### config.mk
export PLATFORM = sky130hd
export DESIGN_NAME = flcl_cell
export DESIGN_NICKNAME = d
export VERILOG_FILES = /design/src/rtl/flcl_pkg.sv /design/src/rtl/flcl_cell.sv
export SDC_FILE = /design/constraint.sdc
export NUM_CORES = 1
export LEC_CHECK = 0
export ABC_AREA = 1
export BUFFER_PORTS_ARGS = -buffer_cell sky130_fd_sc_hd__buf_4
export CAP_MARGIN = 20
export CELL_PAD_IN_SITES_DETAIL_PLACEMENT = 0
export CELL_PAD_IN_SITES_GLOBAL_PLACEMENT = 2
export CORE_MARGIN = 8
export CORE_UTILIZATION = 24
export CTS_CLUSTER_SIZE = 25
export DETAILED_ROUTE_END_ITERATION = 8
export MAX_ROUTING_LAYER = met4
export PLACE_DENSITY_LB_ADDON = 0.15
export SKIP_CTS_REPAIR_TIMING = 1
export SYNTH_ARGS = -nofsm -noshare
export SYNTH_HDL_FRONTEND = slang
export SYNTH_SLANG_ARGS = --single-unit
### constraint.sdc
create_clock -name clk -period 4.1 [get_ports clk]
set_input_delay 0.82 -clock clk [delete_from_list [all_inputs] [get_ports clk]]
set_output_delay 0.82 -clock clk [all_outputs]
set_load 0.02 [all_outputs]
### src/rtl/flcl_pkg.sv
// shared types and constants for the fixed capacity list engine
// depends on nothing; used by every module under rtl
package flcl_pkg;

	localparam int DEPTH      = 64;
	localparam int VALUE_BITS = 32;
	localparam int GROUP      = 8;
	localparam int GRP_W      = $clog2(GROUP);
	localparam int NGRP       = DEPTH / GROUP;
	localparam int NGRP_W     = $clog2(NGRP);
	localparam int IDX_W      = $clog2(DEPTH);
	localparam int CNT_W      = $clog2(DEPTH + 1);

	typedef logic [VALUE_BITS-1:0] value_t;
	typedef logic [CNT_W-1:0]      count_t;

	typedef enum logic [2:0] {
		CMD_APPEND      = 3'd0,
		CMD_INSERT      = 3'd1,
		CMD_REMOVE_AT   = 3'd2,
		CMD_REMOVE_LAST = 3'd3,
		CMD_CLEAR       = 3'd4,
		CMD_FIND        = 3'd5,
		CMD_READ        = 3'd6,
		CMD_WRITE       = 3'd7
	} cmd_t;

	typedef enum logic [1:0] {
		CELL_HOLD   = 2'd0,
		CELL_LOAD   = 2'd1,
		CELL_INSERT = 2'd2,
		CELL_REMOVE = 2'd3
	} cell_op_t;

	// broadcast to every cell of the chain
	typedef struct packed {
		cell_op_t op;
		count_t   target;
		count_t   limit;
		value_t   value;
	} cell_ctrl_t;

endpackage

### src/rtl/flcl_cell.sv
// one storage cell of the list chain: holds one entry, shifts with its neighbors
// depends on flcl_pkg
module flcl_cell import flcl_pkg::*; (
	input  logic       clk,
	input  count_t     idx,
	input  cell_ctrl_t ctrl,
	input  value_t     left,
	input  value_t     right,
	output value_t     data,
	output logic       match
);

	value_t data_q;
	value_t data_d;

	always_comb begin
		data_d = data_q;
		case (ctrl.op)
			CELL_LOAD: begin
				if (idx == ctrl.target) data_d = ctrl.value;
			end
			CELL_INSERT: begin
				if (idx == ctrl.target) data_d = ctrl.value;
				else if (idx > ctrl.target && idx <= ctrl.limit) data_d = left;
			end
			CELL_REMOVE: begin
				// idx stays below DEPTH, so idx + 1 fits the count width
				if (idx >= ctrl.target && count_t'(idx + 1'b1) < ctrl.limit) data_d = right;
			end
			default: data_d = data_q;
		endcase
	end

	always_ff @(posedge clk) begin
		data_q <= data_d;
	end

	assign data  = data_q;
	// only used entries may match
	assign match = (idx < ctrl.limit) && (data_q == ctrl.value);

endmodule

Yosys cells after proc, flatten, opt, wreduce, memory -nomap -nowiden --
Index checks and enable logic that the tools add are counted. Widths: inputs -> output; s select.
Storage, ports and cells: flip-flop bits (word level) 32, latch bits 0, memory bits (writable) 0, memory bits (read-only) 0, bits of input ports 120, output and inout bits 33, word-level logic and storage cells 25, memories kept 0
Cells by class: add/sub/neg operators 1, multiply operators 0, divide/modulo/power cells 0, order comparisons 5, equal/unequal tests 8, shift operators 0, muxes and demuxes 5, bitwise logic cells 0, reductions and logical operators 5
Operator list (count):
- $mux 32 | 4
- $pmux 32 s3 | 1
- $eq 32x32->1 | 1
- $lt 7x7->1 | 2
- $add 7x1->7 const B | 1
- $eq 7x7->1 | 1
- $ge 7x7->1 | 1
- $gt 7x7->1 | 1
- $le 7x7->1 | 1
- $eq 2x2->1 const B | 2
- $ne 2x2->1 const B | 2
- $reduce_and 4->1 | 1
- $logic_and 1x1->1 | 3
- $ne 3x3->1 const B | 1
- $reduce_bool 3->1 | 1
- $eq 2x1->1 const B | 1

Longest topological paths before layout --
Gate-level depths: netlist of the first run.
depth after elaboration 5, depth in mapped cells 15, gate-level depth less buffers 15

Least setup slack after synthesis of the first run --
OpenSTA, ideal clock, no wires.
kind input to register, start in idx[0], end reg data_q[0], in the netlist data[0] (enable), arrival time 3.011 ns, data required time 3.704 ns, setup slack 0.694 ns, stages 15, buffers on the path 0, cell sequence ha_1 nand3_1 nand3b_1 xor2_1 inv_1 ha_1 nand2_1 inv_1 nand2_1 nand2_1 a21oi_1 nand2_1 nand2_1 nand2_1 nor2_2
On the way: longest elaborated chain between the ends 5, elaborated cells on any way between the ends 12, those cells by class add/sub: 1; order compare: 4; eq/ne: 4; reduce/logical: 3
RTL lines:
- start: declaration | RTL line flcl_cell.sv:5 | input count_t idx,
- $add 7x1->7 | RTL line flcl_cell.sv:28 | if (idx >= ctrl.target && count_t'(idx + 1'b1) < ctrl.limit) data_d = right;
- $lt 7x7->1 | RTL line flcl_cell.sv:28
- $logic_and 1x1->1 | RTL line flcl_cell.sv:28
- $ne 2x2->1 (no source line)
- $reduce_and 4->1 (no source line) (*)
- end signal: assignment | RTL line flcl_cell.sv:35 | data_q <= data_d;
- end: declaration | RTL line flcl_cell.sv:13 | value_t data_q;
Every way passes the cells marked *; elsewhere a longest branch is shown, timed or not. A chain may end at the register's enable or synchronous reset.

Worst setup path in the final report of the first run --
start in idx[0], end reg data_q[6], in the netlist data[6] (enable)
Same word-level chain as after synthesis.

==> results of run 1 <==
==> power breakdown <==
part	total [µW]	leakage, µW	internal [µW]	switching, µW
combinational	425	0.00164	204	221
clock	339	0.0000667	220	119
sequential	443	0.000294	413	30.1
==> metal layers <==
layer	vias up	GRT usage, %	share of wire (%)
met5	-	-	0
met4	0	2.265	0.72
met3	6	4.189	6.9
met2	115	20.22	41
met1	1362	19.54	51
li1	1582	-	-
==> through the flow <==
| stage | util [%] | std cells |
|---|---|---|
| after floorplan | - | 387 |
| after global placement | 35.15 | 674 |
| after detailed placement | 35.15 | 674 |
| after CTS | 36.27 | 681 |
| after global routing | 36.27 | 681 |
| final | 36.27 | 681 |
==> worst paths after layout <==
check | start | to | slack (ns)
worst max-delay path | idx[0] | data[6]$_DFFE_PP_ | 1.05
worst min-delay path | right[14] | data[14]$_DFFE_PP_ | 0.85
==> cell type report <==
class / count / area share [%]
multi-input cells: 305 / 40.27
well taps: 147 / 4.240
clock inverters: 1 / 0.1154
clock buffers: 6 / 2.971
repair buffers: 155 / 27.11
flip-flops and latches: 32 / 22.15
inverters: 35 / 3.144
==> placed cells by master (no fill, tap or decap), types with 4 or more instances in the layout <==
cell       netlist  routed
a21oi_1          8       8
buf_4            0     154
clkbuf_16        0       5
edfxtp_1        32      32
ha_1            22      22
inv_1           33      33
nand2_1        108     108
nand3_1          5       5
nand3b_1         4       4
nor2_1          49      49
o211ai_1        34      34
o21ai_0         27      27
xnor2_1         13      13
xor2_1          23      23
==> cell families (layout without fill, tap and decap cells) <==
logic type | Yosys count | after routing
simple gates | 175 | 175
compound gates | 72 | 72
buf+inv | 50 | 197
xor+xnor | 36 | 36
flops | 32 | 32
fa+ha+maj | 22 | 22
==> worst max-delay path: cells and delay by family <==
| kind | cells | cell delay [ns] |
|---|---|---|
| AO/OA/AOI/OAI | 1 | 0.11 |
| XOR/XNOR | 1 | 0.14 |
| adder cells (fa/ha/maj) | 2 | 0.51 |
| buffers and inverters | 4 | 0.43 |
| AND/OR/NAND/NOR | 9 | 0.99 |
==> flow_summary.toml, run 1 <==
[status]
status = "complete, no violations"

[sta]
slew_violations = 0
slew_headroom_pct = 54.94
tightest_slew_ns = 0.6750
setup_viol = 0
whs_ns = 0.8513
rsz0062_at_grt = "false"
setup_tns_ns = 0
fmax_mhz = 327.8
finalCritPeriodShare_pct = 74.41
finalCriticalPeriod_ns = 3.051
hold_violations = 0
setup_ws_ns = 1.049

[die]
row_count = 40
core-area_um2 = 11960
die_y_um = 126.4
die_x_um = 126.4
initial_core_util_pct = 24.44
ios = 153
die_area_um2 = 15970

[grt]
antenna_found_initial = 0
grt_max_degree = 36
grt_use_total_pct = 14.16
grt.overflow.total = 0
grt_pass1_vias = 3317
grt_pass1_wl_um = 17700

[yosys]
synth.largest_area_cell = "edfxtp_1"
ys_types = 23
synth.area.top_cells = "edfxtp_1 (33%), nand2_1 (14%), ha_1 (9.4%)"
synth_compound_area_share_pct = 15.24
synth-seq-cells = 32
yosys.area_share.simple_pct = 24.14
synth.area.mux_share_pct = 0
ys_seq_area_share_pct = 32.88
yosys.area.top_type_share_pct = 32.88
synthAdderAreaFrac_pct = 9.418
synth-edff-count = 32
avgSynthCellArea_um2 = 7.552
synth_cells = 387
netlist_top_cells_count = "nand2_1 (108), nor2_1 (49), o211ai_1 (34), inv_1 (33), edfxtp_1 (32)"
syn_area_um2 = 2923
synth-main-ff-cell = "edfxtp_1"
synth_nets = 529
yosysMostFrequentCell = "nand2_1"
async_flop_share_pct = 0
synth_top_family_by_area = "simple AND/OR/NAND/NOR gates"
synthXorXnorAreaFrac_pct = 10.79
ys_warn_count = 0

[placed_design]
postPlaceCellArea_um2 = 4204
dpl.hpwl_um = 8847
pre_cts_ws_ns = 0.7457
gp_congestion = 0.7915
io_buffers = 152

[clock_network]
cts-buffers-inserted = 5
h-tree-depth = 2
clockBufferDepth = 2
cts.sinks = 32
clkTransAtPathRegs_ns = 0.05
root_buffer = "clkbuf_16"
cts_tree = "yes"

[critical_path]
worstPathCellList = "buf_4 -> ha_1 -> nand3_1 -> nand3b_1 -> xor2_1 -> inv_1 -> ha_1 -> nand2_1 -> inv_1 -> nand2_1 -> nand2_1 -> a21oi_1 -> nand2_1 -> nand2_1 -> nand2_1 -> nor2_4 -> buf_12"
slowest_delay_ns = 0.33
critPathMaxFanout = 20
worstPathRequired_ns = 4.07
cpMostUsedCell = "nand2_1"
path_class = "primary input to register"
cpMaxStageDelayCell = "nor2_4"
worst_setup_path_start_kind = "primary input"
critPathArrivalTime_ns = 3.02
end_kind = "register"

[cells_and_area]
drive_gt1_share_pct = 31.65
regArea_um2 = 960.9
stdcell_area_um2 = 4338
largest_reg_flops = 32
syn_to_final_growth_pct = 48.42
final.fill_count = 1276
nets = 676
diodes = 0
multi_input_area_um2 = 1747

[routing]
via_count = 3065
avgViaCountPerCell = 4.501
drt_pass1_iterations = 5
drtIter0Drc = 202
wire_per_inst_um = 16.43
ant_nets = 0
drcViolationCount = 0
finalWirelength_um = 11190

[job]
cap_violations = 0

[pwr]
total_power_uw = 1207
p_leak_uw = 0.001997
powerDensity_nw_per_um2 = 278.3
vdd_drop_max_v = 0.0001882

[hold_path]
hold_path_depth = 3
hp-class = "primary input to register"
Note: power is estimated with default switching activity, not from simulation.
==> inputs of run 2 (changes only) <==
Settings changed: ABC_AREA 1 to 0.
Clock period 4.1 ns to 2.6 ns, I/O delays scaled along.
==> flow_summary.toml, run 2 <==
[yosys]
ys_types = 33
syn_area_um2 = 2917
synthAdderAreaFrac_pct = 9.438
async_flop_share_pct = 0
synth_top_family_by_area = "compound AO/OA/AOI/OAI gates"
synthXorXnorAreaFrac_pct = 11.11
netlist_top_cells_count = "xnor2_1 (36), o22ai_1 (34), edfxtp_1 (32), a21oi_2 (30), o22ai_2 (30)"
yosysMostFrequentCell = "xnor2_1"
synth-seq-cells = 32
yosys.area.top_type_share_pct = 32.95
ys_warn_count = 0
synth.area.top_cells = "edfxtp_1 (33%), o22ai_2 (13%), xnor2_1 (11%)"
synth_cells = 267
synth_compound_area_share_pct = 33.38
synth.largest_area_cell = "edfxtp_1"
synth.area.mux_share_pct = 0
ys_seq_area_share_pct = 32.95
avgSynthCellArea_um2 = 10.92
yosys.area_share.simple_pct = 6.778
synth-main-ff-cell = "edfxtp_1"
synth-edff-count = 32
synth_nets = 409

[die]
die_area_um2 = 15940
initial_core_util_pct = 24.38
die_x_um = 126.2
die_y_um = 126.2
row_count = 40
core-area_um2 = 11960
ios = 153

[clock_network]
clkTransAtPathRegs_ns = 0.06
clockBufferDepth = 2
h-tree-depth = 2
cts-buffers-inserted = 5
cts.sinks = 32
cts_tree = "yes"
root_buffer = "clkbuf_16"

[pwr]
p_leak_uw = 0.001853
power.switching_uw = 634.0
p_sw_share_pct = 30.29
powerDensity_nw_per_um2 = 460.3
power_frac_seq_pct = 32.5
intPower_uw = 1459
combPwrFrac_pct = 35.3
vdd_drop_max_v = 0.0002889
p_clk_share_pct = 32.2

[sta]
finalCriticalPeriod_ns = 2.491
finalCritPeriodShare_pct = 95.82
rsz0062_at_grt = "false"
slew_headroom_pct = 61.19
tightest_slew_ns = 0.5821
setup_tns_ns = 0
hold_violations = 0
setup_viol = 0
fmax_mhz = 401.4
setup_ws_ns = 0.1087
whs_ns = 0.5912
slew_violations = 0

[cells_and_area]
final_common_cell = "buf_4"
diodes = 0
final_cell_mix = "buf_4 (166), xnor2_1 (35), o22ai_1 (34)"
fin_cells = 574
nets = 568
drive_gt1_share_pct = 59.48
stdcell_area_um2 = 4547
syn_to_final_growth_pct = 55.90
largest_reg_flops = 32

[grt]
grt_max_degree = 33
antenna_found_initial = 0
grt_use_total_pct = 14.22
grt.overflow.total = 0
grt_pass1_vias = 3055
grt_pass1_wl_um = 17370

[routing]
drtIter0Drc = 105
avgViaCountPerCell = 4.897
finalWirelength_um = 11380
wire_per_inst_um = 19.83
drcViolationCount = 0
ant_nets = 0
via_count = 2811
drt_pass1_iterations = 4

[placed_design]
numPlacedInstances = 566
dpl.hpwl_um = 9083
gp_congestion = 0.7689
io_buffers = 152
postPlaceCellArea_um2 = 4344
pre_cts_ws_ns = -0.08304

[critical_path]
cpMostUsedCell = "buf_4"
critPathMaxFanout = 3
cpMaxStageDelayCell = "a221o_1"
slowest_delay_ns = 0.34
crit_buf_inv = 2
critPathTopFamily = "compound AO/OA/AOI/OAI gates"
worstPathCellList = "buf_4 -> ha_1 -> a21o_1 -> a221o_1 -> a31oi_2 -> and3_1 -> buf_4"
worst_setup_path_start_kind = "primary input"
worstPathRequired_ns = 2.08
path_class = "primary input to output port"
end_kind = "output port"
critPathArrivalTime_ns = 1.97

[hold_path]
hp-class = "primary input to register"

[job]
cap_violations = 0

[status]
status = "complete, no violations"
[run 2: cell types whose count changed after synthesis, sizes merged, moves of 27 or more]
cell,change
nand2,-106
o22ai,+64
nor2,-52
o211ai,-33
a21oi,+28
o21ai,-27
[run 2: final cells by class]
cell class | instances | area [µm²]
clock inverter | 3 | 42.54
inverter | 14 | 55.05
sequential | 32 | 960.9
clock buffer | 5 | 125.1
fill | 1206 | 7415
multi-input combinational | 204 | 1873
tap | 147 | 183.9
timing repair buffer | 169 | 1306
[run 2: path summary, 6_finish.rpt]
path              slack [ns]                  to  depth (start not counted)      start
setup / recovery        0.11               match                          7     idx[5]
hold / removal          0.59  data[27]$_DFFE_PP_                          3  right[27]
[run 2: stage by stage]
| stage | utilization (%) | total power, µW |
|---|---|---|
| finish | 38.01 | 2093 |
| global route | 38.01 | 2198 |
| CTS | 37.72 | 2117 |
| detailed placement | 36.32 | 1435 |
| global placement | 36.32 | 1431 |
| floorplan | - | 1057 |
[run 2: cell families (layout without fill, tap and decap cells)]
group | count (synthesis) | count (layout)
compound gates | 113 | 113
xor+xnor | 37 | 37
flops | 32 | 32
simple gates | 32 | 32
buf+inv | 31 | 191
fa+ha+maj | 22 | 22
[run 2: power groups by stage]
| stage | Clock [µW] | Combinational, µW | Sequential, µW |
|---|---|---|---|
| 2_1_floorplan | 0 | 304 | 754 |
| 3_3_place_gp | 0 | 742 | 689 |
| 3_5_place_dp | 0 | 744 | 691 |
| 4_1_cts | 691 | 746 | 680 |
| 5_1_grt | 709 | 801 | 687 |
| 6_report | 675 | 739 | 680 |
[run 2: metal layers]
metal	vias up	part of all wire (%)	wire, µm	global-route usage (%)
li1	1380	-	-	-
met3	4	6.4	729	3.755
met1	1322	47	5296	17.96
met5	-	0	0	-
met4	0	0.60	68	2.335
met2	105	46	5289	22.67
